[src/rtl/scalar_kalman_filter_macros.svh]
// Assertion macros for the scalar Kalman filter RTL.
// Used by modules that have clk_i and rst_ni in scope.
`ifndef SCALAR_KALMAN_FILTER_MACROS_SVH
`define SCALAR_KALMAN_FILTER_MACROS_SVH

// Same-cycle implication, off during reset.
`define SKF_ASSERT_IMP(lbl, ante, cons, msg) \
  lbl: assert property (@(posedge clk_i) disable iff (!rst_ni) (ante) |-> (cons)) \
    else $error(msg);

// Next-cycle implication, off during reset.
`define SKF_ASSERT_NXT(lbl, ante, cons, msg) \
  lbl: assert property (@(posedge clk_i) disable iff (!rst_ni) (ante) |=> (cons)) \
    else $error(msg);

`endif

[src/rtl/skf_pkg.sv]
// Package for the scalar Kalman filter: widths, register indexes, reset values,
// sequencer states and the configuration bundle. No dependencies.
`timescale 1ns / 1ps
package skf_pkg;

  localparam int COV_WIDTH          = 24;
  localparam int CFG_IDX_W          = 8;
  localparam int DEF_SAMPLE_WIDTH   = 24;
  localparam int DEF_GAIN_FRAC_BITS = 16;

  localparam logic [COV_WIDTH-1:0] RST_PROCESS_NOISE      = 24'd6554;
  localparam logic [COV_WIDTH-1:0] RST_MEASUREMENT_NOISE  = 24'd196608;
  localparam logic [COV_WIDTH-1:0] RST_INITIAL_COVARIANCE = 24'd65536;
  localparam logic [COV_WIDTH-1:0] RST_COVARIANCE         = 24'd65536;

  typedef enum logic [CFG_IDX_W-1:0] {
    REG_PROCESS_NOISE      = 8'd0,
    REG_MEASUREMENT_NOISE  = 8'd1,
    REG_INITIAL_ESTIMATE   = 8'd2,
    REG_INITIAL_COVARIANCE = 8'd3
  } cfg_reg_e;

  typedef enum logic [2:0] {
    ST_IDLE,
    ST_LOAD,
    ST_DENOM,
    ST_DIV,
    ST_ROUND,
    ST_WB
  } state_e;

  typedef struct packed {
    logic [COV_WIDTH-1:0] process_noise;
    logic [COV_WIDTH-1:0] measurement_noise;
    logic [COV_WIDTH-1:0] initial_covariance;
  } cov_cfg_t;

endpackage

[src/rtl/skf_in_if.sv]
// Sample channel of the scalar Kalman filter: valid/ready plus sample and restart payload.
// Depends on nothing.
`timescale 1ns / 1ps
interface skf_in_if #(
  parameter int SAMPLE_WIDTH = 24
);
  logic                           valid;
  logic                           ready;
  logic signed [SAMPLE_WIDTH-1:0] measurement;
  logic                           restart;

  modport source (output valid, measurement, restart, input ready);
  modport sink   (input valid, measurement, restart, output ready);
endinterface

[src/rtl/skf_out_if.sv]
// Result channel of the scalar Kalman filter: valid/ready plus estimate, gain
// and covariance payload. Depends on nothing.
`timescale 1ns / 1ps
interface skf_out_if #(
  parameter int SAMPLE_WIDTH   = 24,
  parameter int GAIN_FRAC_BITS = 16,
  parameter int COV_WIDTH      = 24
);
  logic                           valid;
  logic                           ready;
  logic signed [SAMPLE_WIDTH-1:0] filtered_value;
  logic [GAIN_FRAC_BITS:0]        gain;
  logic [COV_WIDTH-1:0]           error_covariance;

  modport source (output valid, filtered_value, gain, error_covariance, input ready);
  modport sink   (input valid, filtered_value, gain, error_covariance, output ready);
endinterface

[src/rtl/skf_cfg_if.sv]
// Configuration write channel: valid/ready, register index and write data.
// Depends on nothing.
`timescale 1ns / 1ps
interface skf_cfg_if #(
  parameter int IDX_WIDTH  = 8,
  parameter int DATA_WIDTH = 24
);
  logic                  valid;
  logic                  ready;
  logic [IDX_WIDTH-1:0]  index;
  logic [DATA_WIDTH-1:0] data;

  modport source (output valid, index, data, input ready);
  modport sink   (input valid, index, data, output ready);
endinterface

[src/rtl/skf_cfg_regs.sv]
// Configuration register file of the scalar Kalman filter.
// Depends on skf_pkg and skf_cfg_if.
`timescale 1ns / 1ps
module skf_cfg_regs
  import skf_pkg::*;
#(
  parameter int SAMPLE_WIDTH = DEF_SAMPLE_WIDTH
) (
  input  logic                           clk_i,
  input  logic                           rst_ni,
  skf_cfg_if.sink                        cfg_i,
  output cov_cfg_t                       cov_cfg_o,
  output logic signed [SAMPLE_WIDTH-1:0] init_est_o
);

  cov_cfg_t                       cov_cfg_q;
  logic signed [SAMPLE_WIDTH-1:0] init_est_q;

  assign cfg_i.ready = 1'b1;

  always_ff @(posedge clk_i or negedge rst_ni) begin
    if (!rst_ni) begin
      cov_cfg_q.process_noise      <= RST_PROCESS_NOISE;
      cov_cfg_q.measurement_noise  <= RST_MEASUREMENT_NOISE;
      cov_cfg_q.initial_covariance <= RST_INITIAL_COVARIANCE;
      init_est_q                   <= '0;
    end else if (cfg_i.valid) begin
      // unknown indexes are dropped
      case (cfg_i.index)
        REG_PROCESS_NOISE:      cov_cfg_q.process_noise      <= cfg_i.data[COV_WIDTH-1:0];
        REG_MEASUREMENT_NOISE:  cov_cfg_q.measurement_noise  <= cfg_i.data[COV_WIDTH-1:0];
        REG_INITIAL_ESTIMATE:   init_est_q                   <= cfg_i.data[SAMPLE_WIDTH-1:0];
        REG_INITIAL_COVARIANCE: cov_cfg_q.initial_covariance <= cfg_i.data[COV_WIDTH-1:0];
        default: ;
      endcase
    end
  end

  assign cov_cfg_o  = cov_cfg_q;
  assign init_est_o = init_est_q;

endmodule

[src/rtl/skf_step.sv]
// One iteration of the shared divide/multiply unit: a restoring-division step
// for the gain, whose quotient bit drives two MSB-first shift-add accumulators.
// Depends on skf_pkg.
`timescale 1ns / 1ps
module skf_step
  import skf_pkg::*;
#(
  parameter int SAMPLE_WIDTH   = DEF_SAMPLE_WIDTH,
  parameter int GAIN_FRAC_BITS = DEF_GAIN_FRAC_BITS,
  localparam int AW_MAG = SAMPLE_WIDTH + GAIN_FRAC_BITS + 1,
  localparam int AW_COV = COV_WIDTH + GAIN_FRAC_BITS + 1
) (
  input  logic [COV_WIDTH+1:0]    rem_i,
  input  logic [COV_WIDTH:0]      denom_i,
  input  logic                    denom_nz_i,
  input  logic [SAMPLE_WIDTH-1:0] mag_i,
  input  logic [COV_WIDTH-1:0]    pp_i,
  input  logic [AW_MAG-1:0]       acc_mag_i,
  input  logic [AW_COV-1:0]       acc_cov_i,
  input  logic [GAIN_FRAC_BITS:0] quot_i,
  output logic [COV_WIDTH+1:0]    rem_o,
  output logic [AW_MAG-1:0]       acc_mag_o,
  output logic [AW_COV-1:0]       acc_cov_o,
  output logic [GAIN_FRAC_BITS:0] quot_o
);

  logic                   qbit;
  logic [COV_WIDTH+1:0]   rem_sub;

  // a zero denominator forces every quotient bit low, so the gain is zero
  assign qbit    = denom_nz_i && (rem_i >= {1'b0, denom_i});
  assign rem_sub = qbit ? (rem_i - {1'b0, denom_i}) : rem_i;
  assign rem_o   = {rem_sub[COV_WIDTH:0], 1'b0};

  assign acc_mag_o = {acc_mag_i[AW_MAG-2:0], 1'b0} + (qbit ? AW_MAG'(mag_i) : '0);
  assign acc_cov_o = {acc_cov_i[AW_COV-2:0], 1'b0} + (qbit ? AW_COV'(pp_i) : '0);
  assign quot_o    = {quot_i[GAIN_FRAC_BITS-1:0], qbit};

endmodule

[src/rtl/scalar_kalman_filter.sv]
// A sample is taken only in IDLE and passes through LOAD, DENOM, DIV, ROUND and WB
// before the next one is accepted; DIV makes GAIN_FRAC_BITS+1 passes through the
// shared divide/multiply step unit.
// The result register lets the next sample start while a result waits.
// Reset: estimate 0, covariance one (65536), registers to their defaults, no result.
`timescale 1ns / 1ps
`include "scalar_kalman_filter_macros.svh"
module scalar_kalman_filter
  import skf_pkg::*;
#(
  parameter int SAMPLE_WIDTH   = DEF_SAMPLE_WIDTH,
  parameter int GAIN_FRAC_BITS = DEF_GAIN_FRAC_BITS
) (
  input  logic      clk_i,
  input  logic      rst_ni,
  skf_in_if.sink    meas_i,
  skf_out_if.source res_o,
  skf_cfg_if.sink   cfg_i
);

  localparam int SW     = SAMPLE_WIDTH;
  localparam int F      = GAIN_FRAC_BITS;
  localparam int AW_MAG = SW + F + 1;
  localparam int AW_COV = COV_WIDTH + F + 1;
  localparam int CNT_W  = $clog2(F + 1);
  localparam logic [AW_MAG-1:0] HALF_MAG = AW_MAG'(1) << (F - 1);
  localparam logic [AW_COV-1:0] HALF_COV = AW_COV'(1) << (F - 1);
  localparam logic [F:0]        GAIN_ONE = (F + 1)'(1) << F;

  cov_cfg_t                 cov_cfg;
  logic signed [SW-1:0]     init_est;

  state_e                   state_q, state_d;
  logic [CNT_W-1:0]         cnt_q;
  logic signed [SW-1:0]     z_q;
  logic                     restart_q;
  logic signed [SW-1:0]     x_q;
  logic [COV_WIDTH-1:0]     p_q;
  logic [COV_WIDTH-1:0]     pp_q;
  logic [COV_WIDTH:0]       denom_q;
  logic [COV_WIDTH+1:0]     rem_q;
  logic [AW_MAG-1:0]        acc_mag_q;
  logic [AW_COV-1:0]        acc_cov_q;
  logic [F:0]               k_q;
  logic [SW-1:0]            mag_q;
  logic                     neg_q;
  logic [SW-1:0]            delta_q;

  logic                     out_valid_q;
  logic signed [SW-1:0]     out_x_q;
  logic [F:0]               out_k_q;
  logic [COV_WIDTH-1:0]     out_p_q;

  logic                     in_ready;
  logic                     in_fire;
  logic                     wb_fire;

  logic signed [SW-1:0]     x_sel;
  logic [COV_WIDTH-1:0]     p_sel;
  logic [SW:0]              diff;
  logic [SW:0]              diff_abs;
  logic [COV_WIDTH:0]       pp_sum;
  logic [COV_WIDTH-1:0]     pp_sat;
  logic [AW_MAG-1:0]        delta_sum;
  logic [AW_COV-1:0]        cov_sum;
  logic signed [SW-1:0]     x_new;

  logic [COV_WIDTH+1:0]     rem_nxt;
  logic [AW_MAG-1:0]        acc_mag_nxt;
  logic [AW_COV-1:0]        acc_cov_nxt;
  logic [F:0]               k_nxt;

  skf_cfg_regs #(
    .SAMPLE_WIDTH(SW)
  ) u_cfg (
    .clk_i     (clk_i),
    .rst_ni    (rst_ni),
    .cfg_i     (cfg_i),
    .cov_cfg_o (cov_cfg),
    .init_est_o(init_est)
  );

  skf_step #(
    .SAMPLE_WIDTH  (SW),
    .GAIN_FRAC_BITS(F)
  ) u_step (
    .rem_i     (rem_q),
    .denom_i   (denom_q),
    .denom_nz_i(denom_q != '0),
    .mag_i     (mag_q),
    .pp_i      (pp_q),
    .acc_mag_i (acc_mag_q),
    .acc_cov_i (acc_cov_q),
    .quot_i    (k_q),
    .rem_o     (rem_nxt),
    .acc_mag_o (acc_mag_nxt),
    .acc_cov_o (acc_cov_nxt),
    .quot_o    (k_nxt)
  );

  // ---- sequencer ----
  always_comb begin
    state_d = state_q;
    case (state_q)
      ST_IDLE:  if (meas_i.valid) state_d = ST_LOAD;
      ST_LOAD:  state_d = ST_DENOM;
      ST_DENOM: state_d = ST_DIV;
      ST_DIV:   if (cnt_q == '0) state_d = ST_ROUND;
      ST_ROUND: state_d = ST_WB;
      ST_WB:    if (!out_valid_q || res_o.ready) state_d = ST_IDLE;
      default:  state_d = ST_IDLE;
    endcase
  end

  always_comb begin
    in_ready = 1'b0;
    wb_fire  = 1'b0;
    case (state_q)
      ST_IDLE: in_ready = 1'b1;
      ST_WB:   wb_fire  = !out_valid_q || res_o.ready;
      default: ;
    endcase
  end

  assign meas_i.ready = in_ready;
  assign in_fire      = meas_i.valid && in_ready;

  always_ff @(posedge clk_i or negedge rst_ni) begin
    if (!rst_ni) begin
      state_q <= ST_IDLE;
    end else begin
      state_q <= state_d;
    end
  end

  // ---- datapath ----
  assign x_sel    = restart_q ? init_est : x_q;
  assign p_sel    = restart_q ? cov_cfg.initial_covariance : p_q;
  assign diff     = {z_q[SW-1], z_q} - {x_sel[SW-1], x_sel};
  assign diff_abs = diff[SW] ? (~diff + 1'b1) : diff;
  assign pp_sum   = {1'b0, p_sel} + {1'b0, cov_cfg.process_noise};
  assign pp_sat   = pp_sum[COV_WIDTH] ? '1 : pp_sum[COV_WIDTH-1:0];

  // delta = round(K*|z-x|), P = round((1-K)*Pp) = round((Pp*2^F - K*2^F*Pp) / 2^F)
  assign delta_sum = acc_mag_q + HALF_MAG;
  assign cov_sum   = {1'b0, pp_q, {F{1'b0}}} - acc_cov_q + HALF_COV;
  assign x_new     = neg_q ? (x_q - delta_q) : (x_q + delta_q);

  always_ff @(posedge clk_i) begin
    if (in_fire) begin
      z_q       <= meas_i.measurement;
      restart_q <= meas_i.restart;
    end
    case (state_q)
      ST_LOAD: begin
        pp_q  <= pp_sat;
        mag_q <= diff_abs[SW-1:0];
        neg_q <= diff[SW];
      end
      ST_DENOM: begin
        denom_q   <= {1'b0, pp_q} + {1'b0, cov_cfg.measurement_noise};
        rem_q     <= {2'b00, pp_q};
        acc_mag_q <= '0;
        acc_cov_q <= '0;
        k_q       <= '0;
        cnt_q     <= CNT_W'(F);
      end
      ST_DIV: begin
        rem_q     <= rem_nxt;
        acc_mag_q <= acc_mag_nxt;
        acc_cov_q <= acc_cov_nxt;
        k_q       <= k_nxt;
        cnt_q     <= cnt_q - 1'b1;
      end
      ST_ROUND: delta_q <= delta_sum[F+SW-1:F];
      default: ;
    endcase
    if (wb_fire) begin
      out_x_q <= x_new;
      out_k_q <= k_q;
      out_p_q <= p_q;
    end
  end

  always_ff @(posedge clk_i or negedge rst_ni) begin
    if (!rst_ni) begin
      x_q         <= '0;
      p_q         <= RST_COVARIANCE;
      out_valid_q <= 1'b0;
    end else begin
      if (state_q == ST_LOAD) x_q <= x_sel;
      else if (wb_fire)       x_q <= x_new;
      if (state_q == ST_ROUND) p_q <= cov_sum[F+COV_WIDTH-1:F];
      if (wb_fire)             out_valid_q <= 1'b1;
      else if (res_o.ready)    out_valid_q <= 1'b0;
    end
  end

  assign res_o.valid            = out_valid_q;
  assign res_o.filtered_value   = out_x_q;
  assign res_o.gain             = out_k_q;
  assign res_o.error_covariance = out_p_q;

  // ---- checks ----
  `SKF_ASSERT_IMP(a_gain_le_one, out_valid_q, out_k_q <= GAIN_ONE, "gain above one")
  `SKF_ASSERT_NXT(a_cov_shrinks, state_q == ST_ROUND, p_q <= pp_q, "covariance above Pp")
  `SKF_ASSERT_NXT(a_zero_denom_gain, state_q == ST_DIV && denom_q == '0, k_q == '0,
                  "nonzero gain with zero denominator")
  `SKF_ASSERT_NXT(a_wb_holds, state_q == ST_WB && out_valid_q && !res_o.ready,
                  state_q == ST_WB, "result overwritten while pending")

endmodule

[src/flat_wrapper.sv]
// flat-port wrapper written by rule: the top's interface ports become plain ports
module scalar_kalman_filter_flat import skf_pkg::*;
#(
  parameter int SAMPLE_WIDTH   = DEF_SAMPLE_WIDTH,
  parameter int GAIN_FRAC_BITS = DEF_GAIN_FRAC_BITS
)
  (clk_i, rst_ni, meas_i_valid, meas_i_measurement, meas_i_restart, meas_i_ready, res_o_valid, res_o_filtered_value, res_o_gain, res_o_error_covariance, res_o_ready, cfg_i_valid, cfg_i_index, cfg_i_data, cfg_i_ready);
  skf_in_if #(.SAMPLE_WIDTH(SAMPLE_WIDTH)) meas_i_i ();
  skf_out_if #(.SAMPLE_WIDTH(SAMPLE_WIDTH), .GAIN_FRAC_BITS(GAIN_FRAC_BITS), .COV_WIDTH(COV_WIDTH)) res_o_i ();
  skf_cfg_if #(.IDX_WIDTH(CFG_IDX_W), .DATA_WIDTH(COV_WIDTH)) cfg_i_i ();
  input  logic clk_i;
  input  logic rst_ni;
  input wire logic [$bits(meas_i_i.valid)-1:0] meas_i_valid;
  input wire logic [$bits(meas_i_i.measurement)-1:0] meas_i_measurement;
  input wire logic [$bits(meas_i_i.restart)-1:0] meas_i_restart;
  output wire logic [$bits(meas_i_i.ready)-1:0] meas_i_ready;
  output wire logic [$bits(res_o_i.valid)-1:0] res_o_valid;
  output wire logic [$bits(res_o_i.filtered_value)-1:0] res_o_filtered_value;
  output wire logic [$bits(res_o_i.gain)-1:0] res_o_gain;
  output wire logic [$bits(res_o_i.error_covariance)-1:0] res_o_error_covariance;
  input wire logic [$bits(res_o_i.ready)-1:0] res_o_ready;
  input wire logic [$bits(cfg_i_i.valid)-1:0] cfg_i_valid;
  input wire logic [$bits(cfg_i_i.index)-1:0] cfg_i_index;
  input wire logic [$bits(cfg_i_i.data)-1:0] cfg_i_data;
  output wire logic [$bits(cfg_i_i.ready)-1:0] cfg_i_ready;
  assign meas_i_i.valid = meas_i_valid;
  assign meas_i_i.measurement = meas_i_measurement;
  assign meas_i_i.restart = meas_i_restart;
  assign meas_i_ready = meas_i_i.ready;
  assign res_o_valid = res_o_i.valid;
  assign res_o_filtered_value = res_o_i.filtered_value;
  assign res_o_gain = res_o_i.gain;
  assign res_o_error_covariance = res_o_i.error_covariance;
  assign res_o_i.ready = res_o_ready;
  assign cfg_i_i.valid = cfg_i_valid;
  assign cfg_i_i.index = cfg_i_index;
  assign cfg_i_i.data = cfg_i_data;
  assign cfg_i_ready = cfg_i_i.ready;
  scalar_kalman_filter #(.SAMPLE_WIDTH(SAMPLE_WIDTH), .GAIN_FRAC_BITS(GAIN_FRAC_BITS)) u_core (.clk_i(clk_i), .rst_ni(rst_ni), .meas_i(meas_i_i), .res_o(res_o_i), .cfg_i(cfg_i_i));
endmodule
[config.mk]
export PLATFORM = sky130hd
export DESIGN_NAME = scalar_kalman_filter_flat
export DESIGN_NICKNAME = d
export VERILOG_FILES = /design/src/rtl/skf_pkg.sv /design/src/rtl/skf_in_if.sv /design/src/rtl/skf_out_if.sv /design/src/rtl/skf_cfg_if.sv /design/src/rtl/skf_cfg_regs.sv /design/src/rtl/skf_step.sv /design/src/rtl/scalar_kalman_filter.sv /design/src/flat_wrapper.sv
export VERILOG_INCLUDE_DIRS = /design/src /design/src/rtl
export SDC_FILE = /design/constraint.sdc
export NUM_CORES = 1
export LEC_CHECK = 0
export BUFFER_PORTS_ARGS = -buffer_cell sky130_fd_sc_hd__buf_2
export CORE_MARGIN = 8
export CORE_UTILIZATION = 55
export DETAILED_ROUTE_END_ITERATION = 7
export PLACE_DENSITY = 0.76
export SETUP_SLACK_MARGIN = 0.1
export SLEW_MARGIN = 10
export SYNTH_ARGS = -nofsm -noshare
export SYNTH_HDL_FRONTEND = slang
export SYNTH_HIERARCHICAL = 1
export SYNTH_SLANG_ARGS = --single-unit
[constraint.sdc]
create_clock -name clk_i -period 7.45 [get_ports clk_i]
set_input_delay 1.49 -clock clk_i [delete_from_list [all_inputs] [get_ports clk_i]]
set_output_delay 1.49 -clock clk_i [all_outputs]
set_load 0.01 [all_outputs]
---- Word level (Yosys, flattened, before mapping) ----
Cells that the tools add are included.
storage, ports and cells
  bits in registers ....................... 464
  bits of input ports ..................... 62
  output and inout port bits .............. 68
  logic and storage cells ................. 87
operators by class
  $add $sub $neg .......................... 13
  $lt $le $gt $ge ......................... 1
  equality and inequality tests ........... 11
  muxes and demuxes ....................... 22
  bitwise gates (word level) .............. 1
  reduce and logical (&&, ||, !) cells .... 16
operators by type and width
  operator                                                          count
  24-bit two-way mux                                                8
  40-bit case mux with 2 select lines                               2
  40-bit by 16-bit adder with 40-bit output, second input constant  2
  40-bit by 24-bit adder with 40-bit output                         2
  26-bit case mux with 2 select lines                               1
  24-bit by 24-bit adder with 25-bit output                         2
  40-bit subtractor                                                 1
  17-bit case mux with 2 select lines                               1
  26-bit by 25-bit greater-or-equal comparator with 1-bit output    1
  25-bit two-way mux                                                1
  25-bit nonzero test                                               1
  24-bit by 24-bit subtractor with 25-bit output                    1
  25-bit subtractor                                                 1
  24-bit by 1-bit adder with 24-bit output, second input constant   1
  24-bit adder                                                      1
  24-bit inverter                                                   1
  24-bit subtractor                                                 1
  3-bit case mux with 6 select lines                                1
  8-bit by 2-bit == test with 1-bit output, second input constant   2
  5-bit case mux with 2 select lines                                1
  3-bit two-way mux                                                 3
  8-bit by 1-bit == test with 1-bit output, second input constant   1
  8-bit logical NOT                                                 1
  2-bit AND reduction                                               4
  other kinds (14)                                                  23

---- Depth between registers and ports, before layout ----
Gate-level depths: netlist of run 1.
  depth in word-level cells ............... 5
  mapped depth ............................ 25

---- Modules after synthesis ----
The synthesis of run 1 kept the hierarchy.
by module, submodules not included
  module                times used  cells an instance  area each (µm²)  seq. area each (µm²)
  scalar_kalman_filter  1           1789               20206.9          10851.7
  skf_step              1           699                4984.8           0.0
  skf_cfg_regs          1           209                3673.5           2414.8

---- Least setup slack after synthesis of run 1 ----
Ideal clock, no wire load.
  kind .................................... reg-to-reg
  start point ............................. register u_core.state_q[2]
  end point ............................... register u_core.denom_q[0], enable pin
  library setup time ...................... 410 ps
  arrival time ............................ 5804 ps
  path slack .............................. 1236 ps
  stages on the path, launching flop included .. 5
  buffers on the path ..................... 2
  clock period less this slack ............ 6214 ps
  path through ............................ dfrtp_1 -> clkbuf_1 -> nor2b_1 -> clkbuf_1 -> nor2b_1
between the ends
  cells in the longest elaborated chain, start to end .. 1
RTL lines
  item                                      line                         source
  start: declaration                        scalar_kalman_filter.sv:33   state_e state_q, state_d;
  start signal: assignment                  scalar_kalman_filter.sv:132  state_q <= state_d;
  3-bit by 2-bit == test with 1-bit output  scalar_kalman_filter.sv:154  case (state_q)
  end signal: assignment                    scalar_kalman_filter.sv:161  denom_q <= {1'b0, pp_q} + {1'b0, cov_cfg.measurement_noise};
  end: declaration                          scalar_kalman_filter.sv:40   logic [COV_WIDTH:0] denom_q;
No other way between the ends.
A chain may end at the register's enable or synchronous reset.

---- Final worst setup path of run 1 ----
  start point ............................. register u_core.denom_q[0]
  end point ............................... register u_core.acc_mag_q[29] (data pin)
between the ends
  cells in the longest elaborated chain, start to end .. 5
  elaborated cells on any way between the ends .. 6
  those cells by class .................... 1 x add/sub; 1 x order compare; 2 x mux; 2 x reduce/logical
RTL lines
  item                                                                                                   line                                        source
  26-bit by 25-bit greater-or-equal comparator with 1-bit output or 25-bit nonzero test (tied branches)  skf_step.sv:31, scalar_kalman_filter.sv:89
  1-bit logical AND (*)                                                                                  skf_step.sv:31                              assign qbit = denom_nz_i && (rem_i >= {1'b0, denom_i});
  via u_core.k_nxt[0]                                                                                    scalar_kalman_filter.sv:71                  logic [F:0] k_nxt;
  24-bit two-way mux (*)                                                                                 skf_step.sv:35                              assign acc_mag_o = {acc_mag_i[AW_MAG-2:0], 1'b0} + (qbit ? AW_MAG'(mag_i) : '0);
  40-bit by 24-bit adder with 40-bit output (*)                                                          skf_step.sv:35
  via u_core.acc_mag_nxt[29]                                                                             scalar_kalman_filter.sv:69                  logic [AW_MAG-1:0] acc_mag_nxt;
  40-bit case mux with 2 select lines (*)                                                                scalar_kalman_filter.sv:154
  end signal: assignment                                                                                 scalar_kalman_filter.sv:170                 acc_mag_q <= acc_mag_nxt;
  end: declaration                                                                                       scalar_kalman_filter.sv:42                  logic [AW_MAG-1:0] acc_mag_q;
Mark *: on every way through the listed nets, which the timed path passes. The rest lies on a longest branch.

==> results of run 1 <==
[worst paths after layout]
check	from	to	slack, ns	depth (start not counted)
setup reg to reg	u_core/denom_q[0]	u_core/acc_mag_q[29]	1.36	22
min in group asynchronous	rst_ni	u_core/p_q[18]	0.99	1
hold / removal	u_core/k_q[16]	u_core/res_o.gain[16]	0.43	0
setup / recovery	u_core/denom_q[0]	u_core/acc_mag_q[29]	1.36	22
hold reg to reg	u_core/k_q[16]	u_core/res_o.gain[16]	0.43	0
max in group asynchronous	rst_ni	u_core/state_q[0]	4.98	2
[cell usage in the layout (no fill, tap or decap), types with 6 or more instances in the layout]
master / instances
and2_1: 62
ha_1: 194
nand2_1: 264
buf_2: 127
clkbuf_16: 56
a21oi_1: 156
xnor2_1: 171
nor3_1: 42
edfxtp_1: 316
a21boi_0: 6
nand2b_1: 22
clkbuf_8: 7
nor2_1: 148
o211ai_1: 18
xor2_1: 76
o31ai_1: 11
a31oi_1: 22
dfrtp_1: 136
buf_4: 16
nor2b_1: 26
o22ai_1: 7
o31a_1: 7
mux2_2: 139
a211oi_1: 12
and4_1: 6
clkbuf_1: 8
mux2i_1: 27
o21bai_1: 15
nor4_1: 17
dfstp_2: 11
inv_1: 114
o21ai_1: 9
o21a_1: 33
fa_1: 7
a21o_1: 78
o21ai_0: 96
nand3_1: 52
clkinv_2: 13
nand4_1: 21
and3_1: 130
[worst max-delay path, delay by kind of cell (launching register included)]
kind / cells / cell delay (ns)
AO/OA/AOI/OAI: 10 / 2.92
XOR/XNOR: 1 / 0.16
adder cells (fa/ha/maj): 3 / 0.95
buffers and inverters: 1 / 0.38
flip-flops: 1 / 0.41
AND/OR/NAND/NOR: 7 / 1.03
[flip-flops by register name (all words and copies together), names as in the netlist, 24 cells and up]
name and flops:
u_core/res_o.filtered_value 24, u_core/acc_cov_q 40, u_core/acc_mag_q 40, u_core/x_q 24, u_core/z_q 24, u_core/denom_q 25, u_core/rem_q 26, u_core/u_cfg/cov_cfg_o 72
u_core/res_o.error_covariance 24, u_core/delta_q 24, u_core/pp_q 24, u_core/u_cfg/init_est_o 24, u_core/p_q 24, u_core/mag_q 24
[area by class of cell]
cell class	count	area [sq um]	share of cell area
Timing Repair Buffer	144	767.0	0.02419
Sequential cell	464	13210	0.4166
Inverter	117	441.7	0.01393
Multi-Input combinational cell	2011	14640	0.4617
Clock inverter	25	256.5	0.008090
Tap cell	688	860.8	0.02715
Antenna cell	2	5.005	0.0001579
Clock buffer	71	1528	0.04818
[layer usage]
metal  wire length, microns  up-vias  track usage
met5                     65        -            0
met4                   2893       10      0.09744
met1                  32460    10394       0.3292
met3                   4948      172      0.04304
li1                       -    10018            -
met2                  34090      770       0.3821
[metrics by stage]
| step | worst slack [ns] | utilization | cell area [sq um] | hold slack [ns] |
|---|---|---|---|---|
| CTS | 1.433 | 0.6081 | 31700 | 0.4253 |
| global route | 0.9638 | 0.6081 | 31700 | 0.4426 |
| finish | 1.364 | 0.6082 | 31710 | 0.4271 |
| global placement | 1.688 | 0.5739 | 29920 | 0.4157 |
| detailed placement | 1.447 | 0.5739 | 29920 | 0.4105 |
| floorplan | 1.292 | - | 28760 | 0.4003 |
[report_power, final]
group | total [uW] | internal, uW | switching (uW) | leakage (uW)
clock | 2660 | 1580 | 1080 | 0.000886
combinational | 8400 | 3470 | 4930 | 0.00825
sequential | 4770 | 4010 | 756 | 0.00494
==> run summary, run 1 <==
Status = complete, no violations
Power Density = 499.0 mW/mm^2
Worst setup EP type = flip-flop
Setup_tns = 0 ns
Slew Limit Fails = 0
Share of layout cells above drive strength 1 = 0.1596
Finished Layout Cells = 3522
Postcts setup bufs = 0
Setup Crit Path Kind = flip-flop to flip-flop
Clock Sinks = 464
Total CTS buffers = 51
Num rows = 84
Post-route minimum period = 6.086 ns
Number of antenna violations at the first check in global routing = 6
CTS Hold Bufs = 0
Syn Inst Count = 2689
Synth Cell Area = 0.02876 sq mm
Initial DRC Count = 1858
Syn nets = 2952
Max-cap violations = 0
Final worst-path cycle share = 0.8169
Worst Path Required = 7.82 ns
Die area = 0.05987 sq mm
Slew headroom = 0.1688
Clock Tree Buf Depth = 3
Routed Antenna Nets = 0
Synth warnings = 6
P_leak = 0.01408 uW
Power consumption = 15820 uW
Post-CTS Resized = 0
Cell count after placement = 3424
Die Wd = 244.7 microns
CORE AREA = 0.05213 sq mm
Grt ovf = 0
CP max FO = 37
Fmax = 164.3 MHz
Worst-skew pair later-pin latency = 0.61 ns
First-pass GRT wire length = 115900 microns
# IOs = 130
Fill cells = 4323
Total number of vias = 21364
CP Cell Sequence = ha_1 -> fa_1 -> nor2b_1 -> o31a_1 -> o41ai_2 -> and3_1 -> o211ai_1 -> nand2_1 -> a21oi_4 -> buf_4 -> and2_1 -> ha_1 -> a21o_1 -> a21oi_1 -> nor2b_1 -> o31ai_1 -> o21a_1 -> a311o_1 -> o221a_4 -> nor3_1 -> xor2_1 -> and3_1
Die Span Y = 244.7 microns
Final setup violation count = 0
CTS HTree Levels = 2
Routed wire length = 74460 microns
Final Hold Viols = 0
Residual DRC = 0
Initial DRT Pass Iterations = 6
NumNets Final = 3052
Total track usage = 0.2419
Avg Cell Area, Syn = 10.70 sq um
Final HPWL DP = 54440 microns
Largest net degree at the start of global routing = 105
Max Clock Skew = 0.02798 ns
Initial core utilization = 0.5517
Placer congestion estimate = 0.9374
Worst Path Arrival = 6.45 ns
Least-Margin Pin Slew = 1.244 ns
Via density = 6.066
Vias in the first global route = 20875
Hold Path Class = flip-flop to flip-flop
RSZ-0062 raised after global routing = false
Wire per inst = 21.14 microns
Slowest stage cell, crit path = a21oi_4
IO buf count = 128
Synth-to-Final Area Change = 10.24%
Root Buffer = clkbuf_16
CTS tree = done
Startpoint types = flip-flop
Worst vdd ir = 327.1 uV
Worst-path clk slew = 0.06 ns
Crit-path max cell delay = 0.74 ns
Power figures use the tool's default switching activity.
==> run 2: changes to the inputs <==
==> constraint.sdc (replaced) <==
create_clock -name clk_i -period 5.9 [get_ports clk_i]
set_input_delay 1.18 -clock clk_i [delete_from_list [all_inputs] [get_ports clk_i]]
set_output_delay 1.18 -clock clk_i [all_outputs]
set_load 0.01 [all_outputs]
==> run 2 against run 1 <==
  * Utilization grew 0.36 points
  * Register-to-register slack lost 1.1 ns
  * Final cell count grew 0.26%
  * Critical endpoint is now u_core/acc_mag_q[27]
==> run summary, run 2 (synthesized netlist as in run 1, its figures left out) <==
Vias in the first global route = 21063 (+0.90%)
Worst Path Required = 6.26 ns (-1.56 ns)
Least-Margin Pin Slew = 1.162 ns (-0.08155 ns)
Slew headroom = 0.2233 (+0.05450)
CTS HTree Levels = 2 (unchanged)
Final setup violation count = 0 (unchanged)
Worst-path clk slew = 0.06 ns (about the same)
Setup_tns = 0 ns (unchanged)
NumNets Final = 3062 (+0.33%)
Post-route minimum period = 5.640 ns (-0.4459 ns)
Fmax = 177.3 MHz (+7.9%)
Initial DRC Count = 1689 (-9.1%)
Routed Antenna Nets = 0 (unchanged)
Via density = 6.055 (-0.18%)
Worst-skew pair later-pin latency = 0.61 ns (about the same)
Design Area, Final = 0.03189 sq mm (+0.60%)
Total number of vias = 21381 (+0.080%)
Die area = 0.05987 sq mm (unchanged)
Share of layout cells above drive strength 1 = 0.1640 (+0.004365)
Residual DRC = 0 (unchanged)
Most frequent cells in the layout = edfxtp_1, nand2_1, ha_1
Wire per inst = 21.29 microns (+0.69%)
Initial DRT Pass Iterations = 5 (-1)
Startpoint types = flip-flop
Grt ovf = 0 (unchanged)
Clock Sinks = 464 (unchanged)
Fill cells = 4227 (-2.2%)
Power Density = 636.1 mW/mm^2 (+27%)
Total CTS buffers = 52 (+2.0%)
Final HPWL DP = 53850 microns (-1.1%)
Synth-to-Final Area Change = 10.89%
Cell Area, Placed = 0.02996 sq mm (+0.13%)
Hold Path Class = flip-flop to flip-flop
P_leak = 0.01416 uW (+0.58%)
Clock Tree Buf Depth = 3 (unchanged)
Root Buffer = clkbuf_16
Max-cap violations = 0 (unchanged)
Reg area = 0.01321 sq mm (unchanged)
Die Wd = 244.7 microns (unchanged)
Routed wire length = 75170 microns (+0.95%)
First-pass GRT wire length = 116600 microns (+0.67%)
Slew Limit Fails = 0 (unchanged)
Initial core utilization = 0.5517 (unchanged)
RSZ-0062 raised after global routing = true
IO buf count = 128 (unchanged)
# IOs = 130 (unchanged)
Multi-input gate area in the final layout = 0.01468 sq mm (+0.26%)
Most common cell after layout, fill and taps aside = edfxtp_1
Largest register FFs = 72 (unchanged)
Max Clock Skew = 0.01965 ns (-0.008324 ns)
Placer congestion estimate = 0.9170 (-2.2%)
CTS tree = done
Setup Crit Path Kind = flip-flop to flip-flop
Status = complete, no violations
Final worst-path cycle share = 0.9560 (+0.1390)
CP max FO = 8 (-78%)
Total track usage = 0.2425 (+0.0006104)
Num rows = 84 (unchanged)
Number of antenna violations at the first check in global routing = 4 (-2)
Largest net degree at the start of global routing = 229 (+120%)
Final Hold Viols = 0 (unchanged)
Worst vdd ir = 406.5 uV (+24%)
Worst Path Arrival = 6.00 ns (-0.45 ns)
Die Span Y = 244.7 microns (unchanged)
Worst setup EP type = flip-flop
CORE AREA = 0.05213 sq mm (unchanged)
run 2: path summary, 6_finish.rpt:
| path | startpoint | to | slack (ns) | cells after the start |
|---|---|---|---|---|
| max | u_core/rem_q[0] | u_core/acc_mag_q[27] | 0.26 | 23 |
| min | u_core/k_q[16] | u_core/res_o.gain[16] | 0.43 | 0 |
| max reg2reg | u_core/rem_q[0] | u_core/acc_mag_q[27] | 0.26 | 23 |
| min reg2reg | u_core/k_q[16] | u_core/res_o.gain[16] | 0.43 | 0 |
| max in group asynchronous | rst_ni | u_core/u_cfg/cov_cfg_o[50] | 3.97 | 2 |
| min in group asynchronous | rst_ni | u_core/p_q[17] | 0.57 | 1 |
run 2: metrics by stage:
| stage | worst slack (ns) | hold slack [ns] | cells | util | total power [uW] |
|---|---|---|---|---|---|
| CTS | 0.2605 | 0.4333 | 3523 | 0.6103 | 20040 |
| floorplan | 0.9835 | 0.4003 | 2689 | - | 13820 |
| global placement | 0.5401 | 0.4194 | 3426 | 0.5746 | 16100 |
| global route | 0.05824 | 0.4381 | 3530 | 0.6118 | 21620 |
| detailed placement | 0.2886 | 0.4196 | 3426 | 0.5746 | 16430 |
| finish | 0.2597 | 0.4258 | 3531 | 0.6118 | 20290 |
run 2: timing repair:
item	4_1_cts	5_1_grt
gates resized for setup	0	5
buffers inserted	0	5
hold buffers	0	0
endpoints found under the setup margin	0	32
run 2: area by class of cell:
type                            count  share of cell area
Multi-Input combinational cell   2013              0.4602
Antenna cell                        1          0.00007846
Tap cell                          688             0.02699
Timing Repair Buffer              151             0.02648
Clock inverter                     21            0.009180
Sequential cell                   464              0.4141
Clock buffer                       76             0.04915
Inverter                          117             0.01385
run 2: per-layer routing:
| layer | vias up | wire [microns] | global-route usage |
|---|---|---|---|
| li1 | 10050 | - | - |
| met1 | 10478 | 33220 | 0.3377 |
| met2 | 705 | 34420 | 0.3911 |
| met3 | 144 | 5082 | 0.03576 |
| met4 | 4 | 2413 | 0.07343 |
| met5 | - | 23 | 0 |
run 2: worst max-delay path, stage by stage, from the launching register on:
cell and delay [ns]:
edfxtp_1 0.37, inv_1 0.09, ha_1 0.19, fa_1 0.24, nor2b_1 0.08, o31a_1 0.30
o41ai_2 0.36, and3_1 0.24, o211ai_1 0.11, nand2_2 0.21, a21oi_2 0.19, and2_1 0.25
ha_1 0.21, fa_1 0.43, a21o_1 0.17, a21oi_1 0.22, nor2b_1 0.11, o31ai_2 0.35
o21a_1 0.25, a311o_1 0.28, o221a_4 0.31, nor2_1 0.08, xor2_1 0.17, and3_1 0.17
run 2: power breakdown:
part / switching, uW / internal [uW]
combinational: 6360 / 4470
clock: 1350 / 2140
sequential: 900 / 5060
